### src/llof_pkg.sv
package llof_pkg;

   // default frame limits
   localparam int DEF_MAX_WIDTH  = 1024;
   localparam int DEF_MAX_HEIGHT = 1024;

   // fixed field widths
   localparam int COORD_W    = 10;
   localparam int CFG_SIZE_W = 11;
   localparam int CSR_ADDR_W = 4;
   localparam int CSR_DATA_W = 32;

   typedef enum logic [1:0] {
      REG_MODE   = 2'd0,
      REG_WIDTH  = 2'd1,
      REG_HEIGHT = 2'd2
   } reg_index_type;

   typedef enum logic {
      DIR_HORIZONTAL = 1'b0,
      DIR_VERTICAL   = 1'b1
   } dir_type;

   // per-pixel control handed to the run tracker
   typedef struct packed {
      logic valid;
      logic pixel;
      logic first_row;
      logic first_col;
      logic frame_end;
   } pix_ctrl_type;

   // result queue occupancy
   typedef struct packed {
      logic head_valid;
      logic tail_valid;
   } queue_status_type;

endpackage

### src/llof_res_queue.sv
// Two-entry result queue: output register plus skid entry.
// End coordinates are formed from the registered head entry.
module llof_res_queue #(
   parameter int  MAX_WIDTH  = llof_pkg::DEF_MAX_WIDTH,
   parameter int  MAX_HEIGHT = llof_pkg::DEF_MAX_HEIGHT,
   localparam int CW         = $clog2(MAX_WIDTH),
   localparam int RW         = $clog2(MAX_HEIGHT),
   localparam int LEN_W      = $clog2(((MAX_WIDTH > MAX_HEIGHT) ? MAX_WIDTH : MAX_HEIGHT) + 1)
) (
   input  logic                         clock,
   input  logic                         reset,
   input  logic                         push,
   input  logic [LEN_W-1:0]             push_len,
   input  logic [RW-1:0]                push_sr,
   input  logic [CW-1:0]                push_sc,
   input  llof_pkg::dir_type            push_mode,
   output llof_pkg::queue_status_type   status,
   output logic                         rsp_valid,
   input  logic                         rsp_stall,
   output logic                         rsp_found,
   output logic [llof_pkg::COORD_W-1:0] rsp_start_row,
   output logic [llof_pkg::COORD_W-1:0] rsp_start_col,
   output logic [llof_pkg::COORD_W-1:0] rsp_end_row,
   output logic [llof_pkg::COORD_W-1:0] rsp_end_col
);

   localparam int MAX_A = (RW > CW) ? RW : CW;
   localparam int MAX_B = (MAX_A > LEN_W) ? MAX_A : LEN_W;
   localparam int SUM_W = ((MAX_B > llof_pkg::COORD_W) ? MAX_B : llof_pkg::COORD_W) + 1;

   typedef struct packed {
      logic [LEN_W-1:0]  len;
      logic [RW-1:0]     sr;
      logic [CW-1:0]     sc;
      llof_pkg::dir_type mode;
   } entry_type;

   entry_type head_ff, head_in, tail_ff, tail_in, push_entry;
   logic      head_valid_ff, head_valid_in;
   logic      tail_valid_ff, tail_valid_in;
   logic      taken;

   logic [SUM_W-1:0] sr_ext;
   logic [SUM_W-1:0] sc_ext;
   logic [SUM_W-1:0] er_sum;
   logic [SUM_W-1:0] ec_sum;

   assign push_entry = '{len: push_len, sr: push_sr, sc: push_sc, mode: push_mode};
   assign taken      = head_valid_ff && !rsp_stall;

   always_comb begin
      head_in       = head_ff;
      tail_in       = tail_ff;
      head_valid_in = head_valid_ff;
      tail_valid_in = tail_valid_ff;
      if (taken) begin
         if (tail_valid_ff) begin
            head_in       = tail_ff;
            tail_in       = push_entry;
            tail_valid_in = push;
         end else begin
            head_in       = push_entry;
            head_valid_in = push;
         end
      end else if (head_valid_ff) begin
         if (push) begin
            tail_in       = push_entry;
            tail_valid_in = 1'b1;
         end
      end else if (push) begin
         head_in       = push_entry;
         head_valid_in = 1'b1;
      end
   end

   always_ff @(posedge clock) begin
      head_ff <= head_in;
      tail_ff <= tail_in;
   end

   always_ff @(posedge clock) begin
      if (reset) begin
         head_valid_ff <= 1'b0;
         tail_valid_ff <= 1'b0;
      end else begin
         head_valid_ff <= head_valid_in;
         tail_valid_ff <= tail_valid_in;
      end
   end

   assign status = '{head_valid: head_valid_ff, tail_valid: tail_valid_ff};

   always_comb begin
      sr_ext = SUM_W'(head_ff.sr);
      sc_ext = SUM_W'(head_ff.sc);
      er_sum = sr_ext + SUM_W'(head_ff.len) - SUM_W'(1);
      ec_sum = sc_ext + SUM_W'(head_ff.len) - SUM_W'(1);
      rsp_found     = (head_ff.len != '0);
      rsp_start_row = '0;
      rsp_start_col = '0;
      rsp_end_row   = '0;
      rsp_end_col   = '0;
      if (rsp_found) begin
         rsp_start_row = sr_ext[llof_pkg::COORD_W-1:0];
         rsp_start_col = sc_ext[llof_pkg::COORD_W-1:0];
         if (head_ff.mode == llof_pkg::DIR_VERTICAL) begin
            rsp_end_row = er_sum[llof_pkg::COORD_W-1:0];
            rsp_end_col = sc_ext[llof_pkg::COORD_W-1:0];
         end else begin
            rsp_end_row = sr_ext[llof_pkg::COORD_W-1:0];
            rsp_end_col = ec_sum[llof_pkg::COORD_W-1:0];
         end
      end
   end

   assign rsp_valid = head_valid_ff;

endmodule

### config.mk
export PLATFORM = sky130hd
export DESIGN_NAME = llof_res_queue
export DESIGN_NICKNAME = d
export VERILOG_FILES = /design/src/llof_pkg.sv /design/src/llof_res_queue.sv
export SDC_FILE = /design/constraint.sdc
export NUM_CORES = 1
export LEC_CHECK = 0
export BUFFER_PORTS_ARGS = -buffer_cell sky130_fd_sc_hd__buf_4
export CORE_MARGIN = 3
export CORE_UTILIZATION = 60
export CTS_BUF_LIST = sky130_fd_sc_hd__clkbuf_2
export DETAILED_ROUTE_END_ITERATION = 8
export PLACE_DENSITY = 0.86
export SLEW_MARGIN = 20
export SYNTH_ARGS = -nofsm -noshare
export SYNTH_HDL_FRONTEND = slang
export SYNTH_SLANG_ARGS = --single-unit
### constraint.sdc
create_clock -name clock -period 6.4 [get_ports clock]
set_input_delay 0.32 -clock clock [delete_from_list [all_inputs] [get_ports clock]]
set_output_delay 0.32 -clock clock [all_outputs]
set_load 0.02 [all_outputs]
==> results.tsv <==
stage	metric	value	unit
final_layout	Area Overhead vs Synth	28.2	%
worst_setup_path	data required time of the worst path	6.08	ns
final_layout	Finished Cell Area	5140	sq um
cts	Clock Root Buffer	clkbuf_2	
floorplanning	Initial Utilization	62.5	%
yosys	Post-Syn Area	4010	sq um
yosys	Synth Net Count	431	
worst_setup_path	CP max FO	3	
global_route	largest net degree at the start of global routing	42	
sta	fmax	281	MHz
worst_setup_path	CP Launch Type	register	
cts	Clock Latency Late Sink	0.50	ns
floorplanning	Boundary Pins	80	
global_route	global-route wire length before repair	14200	um
yosys	Post-synth top flop	edfxtp_1	
pwr	Peak supply drop	0.155	mV
pwr	pwr/cell area	221	nW/um^2
final_layout	fillcell total	388	
yosys	fraction of registers with async set/reset	0	%
sta	Worst slew margin	50.1	%
yosys	Seq/Total Area, Yosys	48.9	%
place	GPL Wtd Cong	0.909	
place	Placed Area	4680	sq um
drt	vias	3071	
min_path	Hold Crit Class	primary input to register	
sta	Hold Vio Cnt, Final	0	
cts	sink count of the clock tree	66	
final_layout	layout cells sized above 1	29.5	%
worst_setup_path	crit path cell chain	inv_1 -> ha_1 -> inv_1 -> ha_1 -> fa_1 -> a211oi_2 -> o211ai_1 -> a21o_1 -> a21oi_1 -> mux2_2 -> buf_4	
pwr	Leakage	2.27	nW
worst_setup_path	CP arrival	3.24	ns
outcome	status	complete, no violations	
floorplanning	Placement Rows	29	
worst_setup_path	largest stage delay on the critical path	0.45	ns
cts	CTS Buf Count	9	
worst_setup_path	Crit path max-delay family	adder cells	
cts	clock buffer depth	2	
drt	DRC	0	
cts	Clock transition at path regs	0.19	ns
global_route	initial antenna violation count	0	
final_layout	Reg area	1960	sq um
yosys	Cells after Synth	359	
global_route	Total GRT Usage	24.1	%
yosys	Yosys warning total	0	
worst_setup_path	CP max-delay cell	fa_1	
worst_setup_path	WP buf/inv	3	
sta	Fin Setup TNS	0	ns
sta	Slew Viols, Final	0	
floorplanning	die area	7710	sq um
global_route	vias in the first global route	3107	
drt	TritonRoute pass-1 iters	5	
sta	Final min period	3.56	ns
floorplanning	Core Region	6420	sq um
global_route	gr ovfl total	0	
final_layout	Final #Nets	545	
floorplanning	Die W	87.8	um
place	IO Port Bufs	79	
drt	Routed WL per cell	15.8	um
worst_setup_path	FF-to-FF setup slack	4.43	ns
place	Setup WS pre-CTS	3.39	ns
cts	CTS H-Tree Depth	3	
yosys	Synth Register Bits	66	
sta	Worst Max-Slew Pin Slew	0.747	ns
place	HPWL Detailed	5940	um
drt	drt total wl	8740	um
worst_setup_path	crit end category	output pin	
final_layout	Final Core Density	80.1	%
yosys	Yosys cell types	46	
sta	worst setup margin	2.84	ns
drt	DRT iter0 DRCs	197	
sta	RSZ-0062 raised after global routing	no	
sta	Worst Clk Skew	0.0256	ns
floorplanning	Die Span Y	87.8	um
final_layout	area of the multi-input gates	1760	sq um
yosys	Mean Syn Cell Area	11.2	sq um
sta	# setup viols final	0	
drt	vias per cell	5.53	
sta	fin crit share	55.6	%
final_layout	Antenna diodes	0	
drt	number of routed nets with antenna violations	0	
run	Max Cap Viol	0	
worst_setup_path	WS Path Type	register to output pin	
yosys	EDFF count, synth	64	
cts	CTS tree	done	
## power by group
part	internal [mW]	switching, mW	total [mW]
Combinational	0.177	0.208	0.385
Clock	0.0888	0.154	0.243
Sequential	0.500	0.00968	0.510
Total	0.767	0.372	1.14
## final timing paths
kind                 startpoint             end  cells past startpoint
setup / recovery     head_ff[2]  rsp_end_col[9]                     11
hold / removal        rsp_stall   tail_valid_ff                      3
setup reg to reg      rsp_valid      tail_ff[5]                      3
hold reg to reg   tail_valid_ff   tail_valid_ff                      2
## cell usage after synthesis (2+ instances only)
| cell | instances | share of area [%] |
|---|---|---|
| nand2b_1 | 2 | 0.31 |
| a211oi_1 | 7 | 1.3 |
| ha_1 | 34 | 11 |
| o21bai_1 | 4 | 0.75 |
| mux2i_1 | 6 | 1.5 |
| and3_1 | 3 | 0.47 |
| nand2_1 | 4 | 0.37 |
| nand3_1 | 4 | 0.50 |
| clkbuf_1 | 2 | 0.19 |
| inv_1 | 62 | 5.8 |
| nand3b_1 | 3 | 0.56 |
| fa_1 | 2 | 1.0 |
| nor4_1 | 3 | 0.47 |
| a21o_1 | 5 | 0.94 |
| o21ai_0 | 13 | 1.6 |
| edfxtp_1 | 64 | 48 |
| buf_4 | 2 | 0.37 |
| dfxtp_1 | 2 | 1.0 |
| buf_2 | 9 | 1.1 |
| or3_1 | 3 | 0.47 |
| o22a_1 | 2 | 0.44 |
| nor3_1 | 2 | 0.25 |
| o311ai_0 | 2 | 0.44 |
| xnor2_1 | 3 | 0.65 |
| and2_1 | 2 | 0.31 |
| nand4b_1 | 2 | 0.44 |
| a21oi_1 | 12 | 1.5 |
| a211oi_2 | 3 | 0.94 |
| mux2_2 | 35 | 9.8 |
| o211ai_1 | 4 | 0.75 |
| nand4_1 | 2 | 0.31 |
| nor2_1 | 42 | 3.9 |
## kinds of logic after synthesis
group / Yosys count / synth area share [%]
AO/OA/AOI/OAI: 59 / 10.1
adder cells (fa/ha/maj): 36 / 11.6
flip-flops: 66 / 48.9
AND/OR/NAND/NOR: 76 / 9.26
buffers and inverters: 76 / 7.58
multiplexers: 42 / 11.7
XOR/XNOR: 4 / 0.873
## placed cells by master (no fill, tap or decap), types with 3 or more instances in the layout
master          n
o211ai_1        4
mux2i_1         5
nor4_1          3
clkbuf_2       10
mux2_2         35
a211oi_2        3
nand2_1         4
nor2_1         41
and3_1          3
o21ai_0        13
ha_1           34
o21bai_1        4
a21oi_1        12
a21o_1          5
inv_1          62
nand3_1         4
nand3b_1        3
dlygate4sd3_1  33
buf_4          83
or3_1           3
edfxtp_1       64
a211oi_1        7
xnor2_1         3
## worst register-to-register path, delay by kind of cell (launching register included)
kind	cells	cell delay, ns
simple gates	1	0.62
flops	1	0.46
buf+inv	2	0.57
## per-layer routing
| layer | GRT usage (%) | routed length [um] |
|---|---|---|
| met4 | 10.6 | 193 |
| met3 | 5.08 | 441 |
| met1 | 30.2 | 3790 |
| met5 | 0 | 0 |
| met2 | 40.3 | 4320 |
## through the flow
stage	std cells	hold WS (ns)	power [mW]
2_1_floorplan	359	0.389	0.760
3_3_place_gp	505	0.489	0.871
3_5_place_dp	505	0.491	0.881
4_1_cts	554	0.0385	1.13
5_1_grt	555	0.0416	1.20
6_report	555	0.0813	1.14
## what timing repair did
action | in CTS | in global routing
buffers inserted | 0 | 0
gates resized for setup | 0 | 0
hold buffers | 33 | 0
endpoints found under the hold margin | 34 | 0
## sequential cells by signal (all words and copies together), names as in the netlist
name	cells
head_ff	32
rsp_valid	1
tail_ff	32
tail_valid_ff	1
## cell type report
class	instances	share of cell area, %
clock buffer	10	0.973
clock inverter	6	1.14
inverter	62	4.53
multi-input combinational	217	34.3
sequential	66	38.2
tap	77	1.87
timing repair buffer	117	19.1
No activity file was read; power rests on OpenSTA's default activity.
