`config.mk`:
```
export PLATFORM = sky130hd
export DESIGN_NAME = llof_run_track
export DESIGN_NICKNAME = d
export VERILOG_FILES = /design/src/llof_pkg.sv /design/src/llof_run_track.sv
export SDC_FILE = /design/constraint.sdc
export NUM_CORES = 1
export LEC_CHECK = 0
export ABC_AREA = 0
export ABC_CLOCK_PERIOD_IN_PS = 15100
export BUFFER_PORTS_ARGS = -buffer_cell sky130_fd_sc_hd__buf_2
export CORE_AREA = 4 4 97 99
export DETAILED_ROUTE_END_ITERATION = 12
export DIE_AREA = 0 0 101 103
export GPL_TIMING_DRIVEN = 0
export PLACE_DENSITY = 0.84
export SLEW_MARGIN = 20
export SYNTH_ARGS = -nofsm -noshare
export SYNTH_HDL_FRONTEND = slang
export SYNTH_SLANG_ARGS = --single-unit
export TNS_END_PERCENT = 30
```
`constraint.sdc`:
```
create_clock -name clock -period 15.1 [get_ports clock]
set_clock_uncertainty 0.1 [all_clocks]
set_input_delay 3.02 -clock clock [delete_from_list [all_inputs] [get_ports clock]]
set_output_delay 3.02 -clock clock [all_outputs]
set_load 0.02 [all_outputs]
```
`src/llof_pkg.sv`:
```
package llof_pkg;

   // default frame limits
   localparam int DEF_MAX_WIDTH  = 1024;
   localparam int DEF_MAX_HEIGHT = 1024;

   // fixed field widths
   localparam int COORD_W    = 10;
   localparam int CFG_SIZE_W = 11;
   localparam int CSR_ADDR_W = 4;
   localparam int CSR_DATA_W = 32;

   typedef enum logic [1:0] {
      REG_MODE   = 2'd0,
      REG_WIDTH  = 2'd1,
      REG_HEIGHT = 2'd2
   } reg_index_type;

   typedef enum logic {
      DIR_HORIZONTAL = 1'b0,
      DIR_VERTICAL   = 1'b1
   } dir_type;

   // per-pixel control handed to the run tracker
   typedef struct packed {
      logic valid;
      logic pixel;
      logic first_row;
      logic first_col;
      logic frame_end;
   } pix_ctrl_type;

   // result queue occupancy
   typedef struct packed {
      logic head_valid;
      logic tail_valid;
   } queue_status_type;

endpackage

```
`src/llof_run_track.sv`:
```
// Run tracker: second pipeline stage. Completes the column read-modify-write,
// extends the row run and keeps the best run of the frame.
module llof_run_track #(
   parameter int  MAX_WIDTH  = llof_pkg::DEF_MAX_WIDTH,
   parameter int  MAX_HEIGHT = llof_pkg::DEF_MAX_HEIGHT,
   localparam int CW         = $clog2(MAX_WIDTH),
   localparam int RW         = $clog2(MAX_HEIGHT),
   localparam int LEN_W      = $clog2(((MAX_WIDTH > MAX_HEIGHT) ? MAX_WIDTH : MAX_HEIGHT) + 1)
) (
   input  logic                   clock,
   input  logic                   reset,
   input  llof_pkg::pix_ctrl_type acc_ctrl,
   input  logic [RW-1:0]          acc_row,
   input  logic [CW-1:0]          acc_col,
   input  llof_pkg::dir_type      mode,
   input  logic [LEN_W-1:0]       rd_len,
   input  logic [RW-1:0]          rd_start,
   output logic                   wr_en,
   output logic [CW-1:0]          wr_col,
   output logic [LEN_W-1:0]       wr_len,
   output logic [RW-1:0]          wr_start,
   output logic                   res_push,
   output logic [LEN_W-1:0]       res_len,
   output logic [RW-1:0]          res_sr,
   output logic [CW-1:0]          res_sc,
   output llof_pkg::dir_type      res_mode
);

   llof_pkg::pix_ctrl_type s1_ff;
   logic [RW-1:0]          s1_row_ff;
   logic [CW-1:0]          s1_col_ff;
   logic [LEN_W-1:0]       row_run_ff;
   logic [LEN_W-1:0]       row_run_in;
   logic [CW-1:0]          row_start_ff;
   logic [CW-1:0]          row_start_in;
   logic [LEN_W-1:0]       best_len_ff;
   logic [LEN_W-1:0]       best_len_in;
   logic [RW-1:0]          best_sr_ff;
   logic [RW-1:0]          best_sr_in;
   logic [CW-1:0]          best_sc_ff;
   logic [CW-1:0]          best_sc_in;

   logic [LEN_W-1:0] prev_h;
   logic [LEN_W-1:0] hlen;
   logic [CW-1:0]    hstart;
   logic [LEN_W-1:0] prev_v;
   logic [LEN_W-1:0] vlen;
   logic [RW-1:0]    vstart;
   logic [LEN_W-1:0] cand_len;
   logic [RW-1:0]    cand_sr;
   logic [CW-1:0]    cand_sc;
   logic             take;
   logic [LEN_W-1:0] next_len;
   logic [RW-1:0]    next_sr;
   logic [CW-1:0]    next_sc;

   always_comb begin
      // horizontal run
      prev_h = s1_ff.first_col ? '0 : row_run_ff;
      hlen   = s1_ff.pixel ? prev_h + LEN_W'(1) : '0;
      hstart = (prev_h == '0) ? s1_col_ff : row_start_ff;

      // vertical run
      prev_v = s1_ff.first_row ? '0 : rd_len;
      vlen   = s1_ff.pixel ? prev_v + LEN_W'(1) : '0;
      vstart = (s1_ff.pixel && (prev_v != '0)) ? rd_start : s1_row_ff;

      if (mode == llof_pkg::DIR_VERTICAL) begin
         cand_len = vlen;
         cand_sr  = vstart;
         cand_sc  = s1_col_ff;
      end else begin
         cand_len = hlen;
         cand_sr  = s1_row_ff;
         cand_sc  = hstart;
      end

      // longer wins; a tie goes to the earlier start in raster order
      take = (cand_len != '0) &&
             ((cand_len > best_len_ff) ||
              ((cand_len == best_len_ff) &&
               ((cand_sr < best_sr_ff) ||
                ((cand_sr == best_sr_ff) && (cand_sc < best_sc_ff)))));

      next_len = take ? cand_len : best_len_ff;
      next_sr  = take ? cand_sr  : best_sr_ff;
      next_sc  = take ? cand_sc  : best_sc_ff;

      row_run_in   = row_run_ff;
      row_start_in = row_start_ff;
      best_len_in  = best_len_ff;
      best_sr_in   = best_sr_ff;
      best_sc_in   = best_sc_ff;
      if (s1_ff.valid) begin
         row_run_in   = hlen;
         row_start_in = hstart;
         if (s1_ff.frame_end) begin
            best_len_in = '0;
            best_sr_in  = '0;
            best_sc_in  = '0;
         end else begin
            best_len_in = next_len;
            best_sr_in  = next_sr;
            best_sc_in  = next_sc;
         end
      end
   end

   assign wr_en    = s1_ff.valid;
   assign wr_col   = s1_col_ff;
   assign wr_len   = vlen;
   assign wr_start = vstart;

   assign res_push = s1_ff.valid && s1_ff.frame_end;
   assign res_len  = next_len;
   assign res_sr   = next_sr;
   assign res_sc   = next_sc;
   assign res_mode = mode;

   always_ff @(posedge clock) begin
      s1_row_ff    <= acc_row;
      s1_col_ff    <= acc_col;
      row_start_ff <= row_start_in;
   end

   always_ff @(posedge clock) begin
      if (reset) begin
         s1_ff       <= '0;
         row_run_ff  <= '0;
         best_len_ff <= '0;
         best_sr_ff  <= '0;
         best_sc_ff  <= '0;
      end else begin
         s1_ff       <= acc_ctrl;
         row_run_ff  <= row_run_in;
         best_len_ff <= best_len_in;
         best_sr_ff  <= best_sr_in;
         best_sc_ff  <= best_sc_in;
      end
   end

endmodule

```
==> results of run 1 <==
[registers in the layout, summed over array words and instances (netlist names)]
register / count
best_len_ff: 11
wr_col: 10
best_sc_ff: 10
wr_en: 1
s1_ff: 4
s1_row_ff: 10
row_run_ff: 11
best_sr_ff: 10
row_start_ff: 10
[cell families (layout without fill, tap and decap cells)]
| logic type | Yosys count | count (layout) | synth area share (%) |
|---|---|---|---|
| simple gates | 201 | 201 | 22.2 |
| compound gates | 130 | 130 | 17.3 |
| fa+ha+maj | 34 | 34 | 8.64 |
| buf+inv | 78 | 206 | 6.58 |
| mux | 41 | 41 | 9.12 |
| flops | 77 | 77 | 33.3 |
| xor+xnor | 16 | 16 | 2.85 |
[Yosys cell counts, types with 2 or more instances]
cell type | n | area, um^2
o31ai_1 | 2 | 15.0
a21o_1 | 5 | 37.5
a31oi_1 | 4 | 25.0
mux2i_1 | 10 | 100
or3_1 | 3 | 18.8
nor2_1 | 35 | 131
nand3b_1 | 6 | 45.0
nor3_1 | 9 | 45.0
a21oi_1 | 37 | 185
nor4_1 | 6 | 37.5
or4_1 | 2 | 15.0
o22ai_1 | 5 | 31.3
a22oi_1 | 4 | 30.0
a22o_1 | 16 | 140
nand4_1 | 10 | 62.6
edfxtp_1 | 10 | 300
nor3_2 | 2 | 20.0
xor2_1 | 6 | 52.6
o211ai_1 | 2 | 15.0
a211o_1 | 2 | 17.5
ha_1 | 34 | 425
mux2_2 | 31 | 349
o21bai_1 | 2 | 15.0
buf_2 | 10 | 50.1
nand2b_1 | 13 | 81.3
o22ai_2 | 3 | 37.5
inv_1 | 47 | 176
a32oi_1 | 3 | 26.3
or2_2 | 2 | 12.5
dfxtp_1 | 67 | 1340
buf_4 | 3 | 22.5
clkbuf_1 | 15 | 56.3
xnor2_1 | 10 | 87.6
nor2b_1 | 20 | 125
o21ai_0 | 34 | 170
a211oi_1 | 2 | 15.0
nand3_1 | 36 | 180
nand2_1 | 39 | 146
and2_1 | 5 | 31.3
[layer usage]
metal | wire length (um) | GRT usage (%) | up-vias | share of wire [%]
met1 | 5470 | 32.4 | 2214 | 41
met4 | 333 | 9.41 | 0 | 2.5
met2 | 6490 | 45.1 | 235 | 48
li1 | - | - | 2298 | -
met3 | 1100 | 4.19 | 35 | 8.2
met5 | 0 | 0 | - | 0
[cell type report]
cell class                      count  area (um^2)
Buffer                             29          140
Clock buffer                        9          124
Clock inverter                      7         80.1
Fill cell                         702         2730
Inverter                           49          184
Multi-Input combinational cell    422         2960
Sequential cell                    77         1640
Tap cell                          108          135
Timing Repair Buffer              112          561
[layout by cell type (no fill, tap or decap), types with 3 or more instances in the layout]
cell      instances
buf_2           122
dfxtp_1          67
inv_1            47
nand2_1          39
a21oi_1          37
nand3_1          36
nor2_1           35
o21ai_0          34
ha_1             34
mux2_2           31
nor2b_1          20
a22o_1           16
clkbuf_1         15
nand2b_1         13
nand4_1          10
xnor2_1          10
mux2i_1          10
edfxtp_1         10
nor3_1            9
clkbuf_8          9
nor4_1            6
xor2_1            6
nand3b_1          6
and2_1            5
o22ai_1           5
a21o_1            5
a31oi_1           4
a22oi_1           4
buf_4             3
o22ai_2           3
or3_1             3
a32oi_1           3
inv_6             3
[critical path, delay by kind of cell]
family / cells / cell delay (ns)
fa+ha+maj: 1 / 0.30
buf+inv: 7 / 2.12
compound gates: 5 / 1.30
simple gates: 4 / 0.98
mux: 1 / 0.26
[report_power, final]
part / leakage (nW) / internal [mW] / switching, mW
clock network: 0.0968 / 0.0784 / 0.0865
registers: 0.643 / 0.215 / 0.00498
logic: 1.78 / 0.0518 / 0.0934
total: 2.52 / 0.345 / 0.185
[per-stage QoR]
stage	instances	instance area, um^2	util, %	power (mW)
floorplan	577	4920	-	0.320
global placement	797	5620	65.7	0.364
detailed placement	797	5620	65.7	0.368
CTS	813	5820	68.1	0.532
finish	813	5820	68.1	0.530
global route	813	5820	68.1	0.555
[final timing paths]
| check | startpoint | end | slack (ns) | cells after the start |
|---|---|---|---|---|
| worst min register to register | best_sc_ff[2]$_SDFFE_PP0P_ | best_sc_ff[2]$_SDFFE_PP0P_ | 0.37 | 2 |
| worst max-delay path | mode | res_len[9] | 4.00 | 18 |
| worst min-delay path | best_sc_ff[2]$_SDFFE_PP0P_ | best_sc_ff[2]$_SDFFE_PP0P_ | 0.37 | 2 |
| worst max register to register | s1_ff[1]$_SDFF_PP0_ | best_len_ff[8]$_SDFFE_PP0P_ | 9.75 | 16 |
==> qor.csv, run 1 <==
stage;metric;value;unit
timing;hold slack;0.367;ns
synthesis;register area share after synthesis;33.3;%
clock_network;Setup Buffers After CTS;0;
timing;final setup fails;0;
synthesis;Syn Area/Cell;8.53;um^2
global_route;vias in the first global route;4735;
timing;fin. max-slew vios;0;
flow_run;number of max-cap violations;0;
clock_network;hold_buf cts;0;
placed_design;gp weighted congestion;0.930;
critical_path;CP max-delay cell;clkbuf_1;
floorplanning;row count;34;
critical_path;delay of the slowest critical-path stage;0.54;ns
critical_path;Critical Path Fanout Max;10;
clock_network;clk slew on worst S/H paths;0.09;ns
clock_network;H-tree levels;3;
critical_path;crit path cell chain;buf_2, inv_1, clkbuf_1, or2_2, clkbuf_1, mux2i_1, inv_1, ha_1, nand4_1, nor4_1, o21ai_0, a211oi_1, o22ai_1, a21oi_1, clkbuf_1, nand2_1, o21ai_0, buf_2;
critical_path;CP endpoint kind;primary output;
routing;total number of vias;4782;
critical_path;Critical Path Source Type;input pin;
pwr;pwr dens;91.0;mW/mm^2
clock_network;Clock Path Buffers;2;
floorplanning;die span in y;103;um
global_route;antenna violations before repair;0;
floorplanning;Horiz. Die Dim;101;um
routing;routed wire length per instance;16.5;um
layout;layout cells sized above 1;27.1;%
synthesis;Synth Warn #;0;
clock_network;TritonCTS clock tree;done;
global_route;pin count of the biggest net entering global routing;16;
clock_network;worst-skew pair later-pin latency;0.36;ns
routing;Initial DRC Count;246;
synthesis;Mapped Area;0.00492;mm^2
synthesis;Post-synth EDFFs;10;
critical_path;critical path arrival;7.98;ns
synthesis;Synth Instances;577;
critical_path;CP required;11.98;ns
placed_design;worst slack, placed;4.17;ns
timing;f_max;90.1;MHz
routing;Post-route DRC;0;
pwr;worst vdd ir;0.0530;mV
timing;Final Hold Viols;0;
placed_design;hpwl dp;10.3;mm
synthesis;syn nets;660;
routing;final wirelength;13.4;mm
routing;Detail Route Antenna Nets;0;
timing;Worst-Margin Slew;0.720;ns
timing;max_slew headroom;52.0;%
min_path;path category of the worst min-delay check;flip-flop to flip-flop;
synthesis;Seq cells post-synth;77;
clock_network;CTS Buf Count;9;
synthesis;synth unique cells;64;
global_route;global route total overflow;0;
clock_network;post-cts resize count;0;
synthesis;asr flop ratio synth;0;%
synthesis;Synth Flop Type;dfxtp_1;
critical_path;most numerous cell on the critical path;clkbuf_1;
floorplanning;full die area;0.0104;mm^2
timing;RSZ-0062 raised after global routing;no;
critical_path;WS Path Type;input pin to primary output;
timing;fin worst setup slack;4.00;ns
timing;Tcrit/Tclk final;73.5;%
placed_design;PortBufs;112;
routing;vias per cell;5.88;
pwr;leakage;2.52;nW
routing;first drt pass iteration count;5;
layout;nets@finish;783;
clock_network;Root Driver;clkbuf_8;
floorplanning;Core Region;0.00855;mm^2
timing;Final min period;11.10;ns
global_route;Total Routing Usage GR;25.9;%
clock_network;clk sinks;77;
global_route;first-pass GRT wire length;21.7;mm
layout;Syn-to-layout area delta;18.3;%
timing;Fin Setup TNS;0;ns
floorplanning;I/O pin cnt;114;
floorplanning;initial core utilization;57.6;%
layout;Antenna diodes;0;
run_status;status;completed;
Note: power is estimated with default switching activity, not from simulation.
==> inputs of run 2 (changes only) <==
Settings changed: ABC_AREA 0 to 1, ABC_CLOCK_PERIOD_IN_PS 15100 to 10290, CORE_AREA 4 4 97 99 to 4 4 104 106, DIE_AREA 0 0 101 103 to 0 0 108 110, PLACE_DENSITY 0.84 to 0.8.
Clock period 15.1 ns to 10.29 ns, I/O delays scaled along.
==> run 2 against run 1 <==
  * Via count is 18% higher
  * Hold slack hardly changed
  * Final cell count is 35% higher
  * Sequential share of layout area is 2.5 points lower
  * Synthesized cell count is 45% higher
  * Flip-flop and latch count stayed put
  * Critical endpoint is now res_len[10]
  * Routed wire length is 6.2% higher
  * Die area is 14% higher
  * Largest cell class unchanged
  * Sequential power is 54% higher
  * Register-to-register slack worse by 3.8 ns
  * Combinational power grew to 2.8 times the previous value
==> qor.csv, run 2 <==
stage;metric;value;unit
synthesis;XOR/XNOR Fraction of Synth Area;0;%
layout;Syn-to-layout area delta;17.9;%
synthesis;syn nets;920;
global_route;vias in the first global route;4939;
pwr;switching share of power;38.5;%
pwr;Psw;392;uW
pwr;worst vdd ir;0.114;mV
synthesis;Adder-Cell Fraction of Synth Area;7.84;%
timing;f_max;127;MHz
placed_design;hpwl dp;10.9;mm
layout;most common cell after layout, fill and taps aside;nand2_1;
synthesis;synth unique cells;33;
clock_network;Root Driver;clkbuf_8;
floorplanning;full die area;0.0119;mm^2
pwr;leakage;3.30;nW
critical_path;WS Path Type;input pin to primary output;
synthesis;Post-Synth Simple-Gate Area;37.4;%
clock_network;post-cts resize count;0;
clock_network;hold_buf cts;0;
clock_network;clk slew on worst S/H paths;0.08;ns
global_route;antenna violations before repair;0;
floorplanning;Horiz. Die Dim;108;um
layout;commonest cells after routing, fill and taps aside;nand2_1 (207), inv_1 (137), buf_2 (119);
placed_design;PortBufs;113;
routing;total number of vias;5630;
timing;max_slew headroom;57.3;%
floorplanning;initial core utilization;55.5;%
layout;layout cells sized above 1;18.0;%
timing;hold slack;0.368;ns
layout;Regs by FF count;best_len_ff x11, row_run_ff x11;
synthesis;Seq cells post-synth;77;
critical_path;Critical Path Fanout Max;10;
critical_path;delay of the slowest critical-path stage;0.54;ns
pwr;P_int;625;uW
clock_network;clk sinks;77;
floorplanning;I/O pin cnt;114;
global_route;global route total overflow;0;
clock_network;TritonCTS clock tree;done;
synthesis;cell with the most instances after synthesis;nand2_1;
timing;fin. max-slew vios;0;
synthesis;Post-synth EDFFs;10;
floorplanning;die span in y;110;um
synthesis;top post-synthesis cells by area;dfxtp_1 (25%), nand2_1 (14%), nand3_1 (10%), inv_1 (9.5%), ha_1 (7.8%);
synthesis;post-synthesis mux area share;0;%
critical_path;most numerous cell on the critical path;nand2_1;
routing;Post-route DRC;0;
timing;Fin Setup TNS;0;ns
synthesis;register area share after synthesis;30.3;%
global_route;first-pass GRT wire length;23.3;mm
layout;nets@finish;1044;
placed_design;Placed Cells;1083;
timing;Worst-Margin Slew;0.640;ns
min_path;path category of the worst min-delay check;flip-flop to flip-flop;
routing;routed wire length per instance;12.9;um
clock_network;CTS Buf Count;9;
pwr;Comb pwr share;40.3;%
critical_path;CP required;8.13;ns
synthesis;Synth Instances;837;
clock_network;H-tree levels;3;
synthesis;asr flop ratio synth;0;%
timing;Tcrit/Tclk final;76.8;%
run_status;status;completed;
synthesis;fraction of the mapped netlist area in compound gates;10.9;%
layout;Antenna diodes;0;
layout;fin cells;1099;
clock_network;worst-skew pair later-pin latency;0.36;ns
critical_path;CP max-delay cell;o31ai_1;
routing;first drt pass iteration count;5;
pwr;sequential power share;33.3;%
routing;vias per cell;5.12;
clock_network;Setup Buffers After CTS;0;
synthesis;largest area contributor in the netlist;dfxtp_1;
synthesis;largest family of logic cells by synthesized area;simple AND/OR/NAND/NOR gates;
critical_path;critical path arrival;5.74;ns
critical_path;Critical Path Source Type;input pin;
timing;Final min period;7.90;ns
synthesis;top cell type's share of synthesized area;24.7;%
timing;final setup fails;0;
routing;Detail Route Antenna Nets;0;
synthesis;top post-synthesis cells by count;nand2_1 (207), inv_1 (137), nand3_1 (108);
timing;RSZ-0062 raised after global routing;no;
routing;Initial DRC Count;377;
floorplanning;Core Region;0.00977;mm^2
floorplanning;row count;36;
global_route;pin count of the biggest net entering global routing;16;
routing;final wirelength;14.2;mm
global_route;Total Routing Usage GR;24.4;%
clock_network;Clock Path Buffers;2;
synthesis;Mapped Area;0.00542;mm^2
flow_run;number of max-cap violations;0;
synthesis;Synth Flop Type;dfxtp_1;
critical_path;CP endpoint kind;primary output;
timing;Final Hold Viols;0;
synthesis;Syn Area/Cell;6.48;um^2
synthesis;Synth Warn #;0;
pwr;pwr dens;159;mW/mm^2
pwr;clock power share;26.4;%
placed_design;gp weighted congestion;0.922;
[run 2: kinds of logic after synthesis]
| family | Yosys count |
|---|---|
| buffers and inverters | 176 |
| DFF | 77 |
| AOI/OAI and AO/OA | 110 |
| adders and majority gates | 34 |
| and+or+nand+nor | 440 |
[run 2: per-layer routing]
metal | routed length, um | GRT usage, % | vias to the layer above
met1 | 6420 | 32.8 | 2501
met2 | 6660 | 40.6 | 174
met5 | 0 | 0 | -
met4 | 223 | 5.86 | 0
li1 | - | - | 2934
met3 | 910 | 4.72 | 21
[run 2: per-stage QoR]
stage | util (%) | area [um^2] | setup WS [ns] | power [mW]
floorplan | - | 5420 | 3.48 | 0.636
detailed placement | 63.0 | 6160 | 2.49 | 0.752
finish | 65.4 | 6390 | 2.39 | 1.02
CTS | 65.4 | 6390 | 2.46 | 1.02
global placement | 63.0 | 6160 | 2.45 | 0.746
global route | 65.4 | 6390 | 2.04 | 1.09
[run 2: worst paths after layout]
path                                                    to  depth (start not counted)                  startpoint  slack, ns
worst max-delay path                           res_len[10]                         25                   rd_len[1]       2.39
worst min-delay path            best_sc_ff[8]$_SDFFE_PP0P_                          2  best_sc_ff[8]$_SDFFE_PP0P_       0.37
worst max register to register  best_sc_ff[8]$_SDFFE_PP0P_                         26         s1_ff[2]$_SDFF_PP0_       5.90
worst min register to register  best_sc_ff[8]$_SDFFE_PP0P_                          2  best_sc_ff[8]$_SDFFE_PP0P_       0.37
[run 2: layout make-up]
type / count / area (um^2)
plain buffers: 35 / 203
clock buffers: 13 / 191
clock inverters: 3 / 47.5
fillers: 931 / 3380
inverters: 141 / 532
multi-input cells: 584 / 3050
flip-flops and latches: 77 / 1640
well taps: 133 / 166
repair buffers: 113 / 566
[run 2: power by group through the flow]
stage / Sequential [mW] / Combinational, mW / Clock, mW
floorplan: 0.345 / 0.290 / 0
global placement: 0.345 / 0.401 / 0
detailed placement: 0.346 / 0.406 / 0
CTS: 0.339 / 0.410 / 0.270
global route: 0.341 / 0.462 / 0.285
finish: 0.339 / 0.410 / 0.268
[run 2: worst max-delay path, delay by kind of cell]
family | cells | cell delay, ns
and+or+nand+nor | 13 | 1.50
buffers and inverters | 6 | 0.85
adders and majority gates | 2 | 0.42
AOI/OAI and AO/OA | 4 | 0.89
